===== src/gfsm_pkg.sv =====
// Shared constants and types for the gutter fill source map.
`timescale 1ns / 1ps

package gfsm_pkg;

    // Atlas limits
    localparam int MAX_DIM    = 64;
    localparam int MAX_TEXELS = 4096;

    localparam int DIM_W   = $clog2(MAX_DIM + 1);   // holds 0..MAX_DIM
    localparam int COORD_W = $clog2(MAX_DIM);       // column or row
    localparam int IDX_W   = $clog2(MAX_TEXELS);    // flat texel index
    localparam int CNT_W   = IDX_W + 1;             // holds MAX_TEXELS itself
    localparam int ENTRY_W = IDX_W + 1;             // {index, valid}
    localparam int PASS_W  = 4;
    localparam int CFG_W   = 7;

    // Register indexes on the config port
    localparam logic [1:0] CFG_WIDTH  = 2'd0;
    localparam logic [1:0] CFG_HEIGHT = 2'd1;
    localparam logic [1:0] CFG_PASSES = 2'd2;

    localparam logic [CFG_W-1:0]  CFG_WIDTH_RST  = CFG_W'(64);
    localparam logic [CFG_W-1:0]  CFG_HEIGHT_RST = CFG_W'(64);
    localparam logic [PASS_W-1:0] CFG_PASSES_RST = PASS_W'(4);

    typedef enum logic [1:0] {
        OP_CLEAR  = 2'd0,
        OP_MARK   = 2'd1,
        OP_DILATE = 2'd2,
        OP_QUERY  = 2'd3
    } t_op;

    // Address unit modes: mark/query flat index, or one of the four neighbors
    typedef enum logic [2:0] {
        AM_MARK,
        AM_LEFT,
        AM_RIGHT,
        AM_UP,
        AM_DOWN
    } t_addr_mode;

endpackage


===== src/gfsm_addr_unit.sv =====
// Shared add/subtract unit: flat texel index and neighbor addresses with bounds.
`timescale 1ns / 1ps

module gfsm_addr_unit
    import gfsm_pkg::*;
(
    input  t_addr_mode         i_mode,
    input  logic [CNT_W-1:0]   i_base,
    input  logic [COORD_W-1:0] i_x,
    input  logic [COORD_W-1:0] i_y,
    input  logic [DIM_W-1:0]   i_w,
    input  logic [DIM_W-1:0]   i_h,
    input  logic [CNT_W-1:0]   i_n,
    output logic [CNT_W-1:0]   o_addr,
    output logic               o_ok
);

    logic [CNT_W-1:0] opnd;
    logic             sub;

    always_comb begin
        opnd = CNT_W'(1);
        sub  = 1'b0;
        case (i_mode)
            AM_MARK:  opnd = CNT_W'(i_x);
            AM_LEFT:  sub  = 1'b1;
            AM_RIGHT: opnd = CNT_W'(1);
            AM_UP: begin
                opnd = CNT_W'(i_w);
                sub  = 1'b1;
            end
            AM_DOWN:  opnd = CNT_W'(i_w);
            default:  opnd = CNT_W'(1);
        endcase
    end

    // the one adder
    assign o_addr = sub ? (i_base - opnd) : (i_base + opnd);

    always_comb begin
        case (i_mode)
            AM_MARK:  o_ok = (o_addr < i_n);
            AM_LEFT:  o_ok = (i_x != '0);
            AM_RIGHT: o_ok = ((DIM_W'(i_x) + DIM_W'(1)) < i_w);
            AM_UP:    o_ok = (i_y != '0);
            AM_DOWN:  o_ok = ((DIM_W'(i_y) + DIM_W'(1)) < i_h);
            default:  o_ok = 1'b0;
        endcase
    end

endmodule


===== config.mk =====
export PLATFORM = sky130hd
export DESIGN_NAME = gfsm_addr_unit
export DESIGN_NICKNAME = d
export VERILOG_FILES = /design/src/gfsm_pkg.sv /design/src/gfsm_addr_unit.sv
export SDC_FILE = /design/constraint.sdc
export NUM_CORES = 1
export LEC_CHECK = 0
export BUFFER_PORTS_ARGS = -buffer_cell sky130_fd_sc_hd__buf_2
export CORE_MARGIN = 1.5
export CORE_UTILIZATION = 50
export DETAILED_ROUTE_END_ITERATION = 10
export PLACE_DENSITY = 0.89
export SYNTH_ARGS = -nofsm -noshare
export SYNTH_HDL_FRONTEND = slang
export SYNTH_SLANG_ARGS = --single-unit

===== constraint.sdc =====
create_clock -name vclk -period 4.7
set_input_delay 0.235 -clock vclk [all_inputs]
set_output_delay 0.235 -clock vclk [all_outputs]
set_load 0.02 [all_outputs]

=== Word-level counts from Yosys, hierarchy flattened ===
Cells that the tools add are included.

* Bits in registers: 0
* Input port bits: 55
* Output and inout bits: 14

* Add/sub/neg operators: 4
* Order comparisons: 3
* Equal/unequal tests: 4
* Mux-type cells: 4
* Reduce and logical (&&, ||, !) cells: 5

{| class="wikitable"
|+ Operators by type and width
! operator !! count
|-
| 6-bit by 1-bit adder with 7-bit output (second input constant) || 2
|-
| 7-bit less-than comparator || 2
|-
| 7-bit case mux with 2 select lines || 1
|-
| 13-bit adder || 1
|-
| 13-bit less-than comparator || 1
|-
| 13-bit two-way mux || 1
|-
| 13-bit subtractor || 1
|-
| 6-bit nonzero test || 2
|-
| 3-bit by 2-bit == test with 1-bit output (second input constant) || 2
|-
| 1-bit case mux with 5 select lines || 1
|-
| 2-bit OR reduction || 2
|-
| 3-bit by 1-bit == test with 1-bit output (second input constant) || 1
|-
| 3-bit == test (second input constant) || 1
|-
| 3-bit logical NOT || 1
|-
| 1-bit two-way mux || 1
|}

=== Longest topological paths before layout ===
* Word-level depth: 7
* Depth in mapped cells: 23

=== Worst setup path before layout ===
No wires, ideal clock.

* Kind: input -> output
* Start: input i_mode[2]
* End: output o_ok
* Arrival: 4.798 ns
* Required time: 4.465 ns
* Path slack: -0.333 ns
* Stages on the path: 21
* Path through: buf_2 > mux2_2 > a22oi_1 > ha_1 > nand4_1 > nor3_2 > nand2_1 > mux2i_1 > a211oi_1 > ha_1 > o21a_1 > o21ai_0 > a22oi_1 > o21a_1 > and4_2 > nor4_1 > ha_1 > nand4_1 > o211ai_1 > a21oi_1 > a311o_1

* Cells in the longest elaborated chain, start to end: 7

{| class="wikitable"
|+ RTL lines
! what !! RTL line !! source
|-
| from (decl) || gfsm_addr_unit.sv:7 || <nowiki>input t_addr_mode i_mode,</nowiki>
|-
| 3-bit == test / 3-bit by 2-bit == test with 1-bit output (equally long branches) || gfsm_addr_unit.sv:24 || <nowiki>case (i_mode)</nowiki>
|-
| 2-bit OR reduction (no source line) || -- ||
|-
| 7-bit case mux with 2 select lines || gfsm_addr_unit.sv:24 ||
|-
| 13-bit adder / 13-bit subtractor (equally long branches) || gfsm_addr_unit.sv:38 || <nowiki>assign o_addr = sub ? (i_base - opnd) : (i_base + opnd);</nowiki>
|-
| 13-bit two-way mux (*) || gfsm_addr_unit.sv:38 ||
|-
| named net o_addr[12] || gfsm_addr_unit.sv:14 || <nowiki>output logic [CNT_W-1:0] o_addr,</nowiki>
|-
| 13-bit less-than comparator (*) || gfsm_addr_unit.sv:42 || <nowiki>AM_MARK: o_ok = (o_addr < i_n);</nowiki>
|-
| 1-bit case mux with 5 select lines (*) || gfsm_addr_unit.sv:41 || <nowiki>case (i_mode)</nowiki>
|-
| to (decl) || gfsm_addr_unit.sv:15 || <nowiki>output logic o_ok</nowiki>
|}

The timed path passes the listed nets; every way through them passes the cells marked *.

=== Worst setup path in the final report ===
* Start: input i_mode[2]
* End: output o_ok

* Cells in the longest elaborated chain, start to end: 7

{| class="wikitable"
|+ RTL lines
! what !! RTL line
|-
| 3-bit == test / 3-bit by 2-bit == test with 1-bit output (equally long branches) || gfsm_addr_unit.sv:24, gfsm_addr_unit.sv:41
|-
| 2-bit OR reduction (no source line) || --
|-
| 7-bit case mux with 2 select lines || gfsm_addr_unit.sv:24
|-
| 13-bit adder / 13-bit subtractor (equally long branches) || gfsm_addr_unit.sv:38
|-
| 13-bit two-way mux || gfsm_addr_unit.sv:38
|-
| 13-bit less-than comparator || gfsm_addr_unit.sv:42
|-
| 1-bit case mux with 5 select lines (*) || gfsm_addr_unit.sv:41
|}

Every way passes the cells marked *; elsewhere a longest branch is shown, timed or not.

==> impl_summary.txt <==
----------------------------------------------------
[Synth]
  Syn Nets ... between 300 and 400
  Mapped Cells ... 263
  Top cells by area, synth ... sky130_fd_sc_hd__ha_1 27%, sky130_fd_sc_hd__inv_1 8.4%, sky130_fd_sc_hd__xnor2_1 6.5%
  Library cells used by synthesis ... between 40 and 50
  Share of Yosys cell area claimed by the top area cell type ... between 20% and 30%
  Sequential share of the synthesized area ... 0%
  Avg Synthesized Cell Area ... about 7.1 um^2
  Netlist area before placement ... between 0.0015 and 0.002 mm^2
  Number of warnings issued by yosys ... 0
  Post-synth top area cell ... sky130_fd_sc_hd__ha_1

[Layout]
  Fill cells ... between 200 and 300
  Layout Nets ... around 450
  Area growth, synth to finish ... 37.9%
  Share of cells above drive strength 1 ... between 30% and 40%
  Area taken by flip-flops and latches ... 0 um^2
  Antenna cell count ... 0
  Clock buffer count in the final layout ... 0
  Most common library cell in the layout ignoring fill and taps ... sky130_fd_sc_hd__buf_2
  Final design area excluding fillers ... 0.00259 mm^2
  Multi-input gate area in the final layout ... between 0.0015 and 0.002 mm^2
  Highest-count cells in the layout ignoring fill and taps ... 67 x sky130_fd_sc_hd__buf_2, 42 x sky130_fd_sc_hd__inv_1, 39 x sky130_fd_sc_hd__ha_1
  Number of flip-flops and latches ... 0

[Timing]
  F_max ... approximately 0.21 GHz
  Final hold vios ... 0
  Total of endpoints with negative setup slack in the final report ... 1
  Relative slew slack ... 65.9%
  Max Transition Viols Final ... 0
  Slew at the pin with the worst max-slew slack ... 509 ps
  Time the final worst path needs with I/O delays and setup ... ~4800 ps
  RSZ-0062 raised after global routing ... yes
  Period Utilization, post-route ... 102%
  Min Hold Slack ... just over 900 ps
  Setup slack after layout ... -87.0 ps

[Critical path]
  Path type of the worst setup path ... input pin to output pin
  Crit path to ... o_ok
  Required time of the worst setup path ... between 4000 and 5000 ps
  Kind of capture point of the worst setup path ... output pin
  Crit path max fanout ... 4
  Crit start category ... input pin
  Crit path largest cell delay ... between 300 and 400 ps
  Slowest cell on the critical path ... sky130_fd_sc_hd__ha_1
  Critical Path Source ... i_mode[2]
  Arrival @ worst endpoint ... between 4000 and 5000 ps

[Drt]
  DR vias/cell ... 5.68
  DRC violations left ... 0
  Antenna-violating nets left ... 0
  DR vias ... 2255
  Total Wirelength ... a little under 6000 um
  Initial drt markers ... approximately 150
  Total iterations of the first detailed-routing run ... 4
  Routed length per instance ... around 15 um

[Power]
  Sw frac ... between 50% and 60%
  Pleak ... 1.41 nW
  Internal power contribution ... 0.201 mW
  Power share of the clock group ... 0%
  NetSw ... about 0.26 mW
  Relative contribution of sequential cells to total power ... 0%
  Worst vdd rail ir drop ... a little under 60 uV
  Power density of the placed cells ... 177 mW/mm^2
  Part of the total power dissipated in combinational logic ... 100.0%

[Placement]
  Post-detail-place hpwl ... 4190 um
  Number of port buffers ... 69
  Final GP Congestion ... between 0.8 and 0.9
  Placed Area ... 0.00233 mm^2

[Run status]
  Status ... complete, but fails checks
  Failing checks ... negative setup slack

[GRT]
  Total congestion overflow after global routing ... 0
  Wire length of the first global-routing pass ... roughly 8400 um
  All-Layer GR Usage ... around a quarter
  Initial antenna violation count ... 0
  Via count of the first global-routing pass ... just under 2000
  Pin count of the biggest net entering global routing ... 18

[Clocking]
  Hold-fix buffers, CTS ... 0

[Floorplanning]
  Top-level port count ... roughly 70
  Vertical extent of the die ... around 64 um
  DIE AREA ... 0.00413 mm^2
  Effective utilization at floorplan ... between 50% and 60%
  Die width ... approximately 64 um
  Core area ... about 0.0036 mm^2
  Row cnt ... 22

[Worst hold path]
  Start point of the worst min-delay path ... i_base[0]
  Hold/Removal Path Class ... input pin to output pin

[Run]
  MaxCap Viol Count ... 0

----------------------------------------------------
## layer usage
metal	track usage [%]	vias to the layer above	wire length, um
met2	45.6	105	2910
met4	4.79	0	112
met3	1.41	14	344
met5	0	-	0
li1	-	1105	-
met1	31.2	1031	2460
## per-stage QoR
step           TNS, ps  setup WS (ps)  power (mW)  instances  util [%]
2_1_floorplan        0           12.1       0.280        263         -
5_1_grt           -304           -304       0.504        397      71.2
3_3_place_gp         0           53.9       0.391        382      64.3
6_report         -87.0          -87.0       0.457        397      71.2
4_1_cts              0           2.78       0.420        390      67.2
3_5_place_dp      -198           -198       0.402        382      64.3
## cells by family after synthesis
| group | share of synthesized area (%) |
|---|---|
| XOR/XNOR | 9.33 |
| AND/OR/NAND/NOR | 21.9 |
| buffers and inverters | 10.3 |
| AO/OA/AOI/OAI | 26.2 |
| multiplexers | 3.80 |
| adder cells (fa/ha/maj) | 28.4 |
## synth_stat cells, types with 2 or more instances
library cell	n
sky130_fd_sc_hd__a211oi_1	4
sky130_fd_sc_hd__a21boi_0	4
sky130_fd_sc_hd__a21o_1	6
sky130_fd_sc_hd__a21oi_1	20
sky130_fd_sc_hd__a22o_1	2
sky130_fd_sc_hd__a22oi_1	2
sky130_fd_sc_hd__and3_1	5
sky130_fd_sc_hd__buf_2	2
sky130_fd_sc_hd__clkbuf_1	4
sky130_fd_sc_hd__ha_1	41
sky130_fd_sc_hd__inv_1	42
sky130_fd_sc_hd__mux2i_1	6
sky130_fd_sc_hd__nand2_1	15
sky130_fd_sc_hd__nand2b_1	2
sky130_fd_sc_hd__nand3_1	7
sky130_fd_sc_hd__nand3b_1	2
sky130_fd_sc_hd__nand4_1	3
sky130_fd_sc_hd__nand4b_1	3
sky130_fd_sc_hd__nor2_1	19
sky130_fd_sc_hd__nor2b_1	3
sky130_fd_sc_hd__nor3_1	2
sky130_fd_sc_hd__nor4_1	3
sky130_fd_sc_hd__nor4b_1	3
sky130_fd_sc_hd__o211ai_1	3
sky130_fd_sc_hd__o21a_1	9
sky130_fd_sc_hd__o21ai_0	12
sky130_fd_sc_hd__o22ai_1	2
sky130_fd_sc_hd__o2bb2ai_4	2
sky130_fd_sc_hd__xnor2_1	14
sky130_fd_sc_hd__xor2_1	6
## power groups by stage
stage / Clock (mW) / Sequential [mW] / Combinational [mW]
final: 0 / 0 / 0.457
after global routing: 0 / 0 / 0.504
after CTS: 0 / 0 / 0.420
after detailed placement: 0 / 0 / 0.402
after global placement: 0 / 0 / 0.391
after floorplan: 0 / 0 / 0.280
## worst max-delay path: cells and delay by family
family          cells  cell delay, ps
fa+ha+maj           3             790
xor+xnor            1             100
compound gates     12            1840
buf+inv             3             400
simple gates        4             620
mux                 2             540
## repair_timing
action	4_1_cts	5_1_grt
gates resized for setup	12	24
pin swaps	11	19
buffers inserted	8	7
setup endpoints to repair	1	1
## final cells by class
| cell class | instances | area share (%) |
|---|---|---|
| well taps | 48 | 2.32 |
| inverters | 42 | 6.09 |
| multi-input cells | 214 | 70.2 |
| repair buffers | 93 | 21.4 |
## how the worst min path moves through the flow
stage	endpoint	cells after the start	slack (ps)
finish	o_addr[0]	5	930
CTS	o_addr[0]	5	940
global placement	o_addr[0]	5	940
floorplan	o_addr[0]	3	730
detailed placement	o_addr[0]	5	940
global route	o_addr[0]	5	970
No activity file was read; power rests on OpenSTA's default activity.
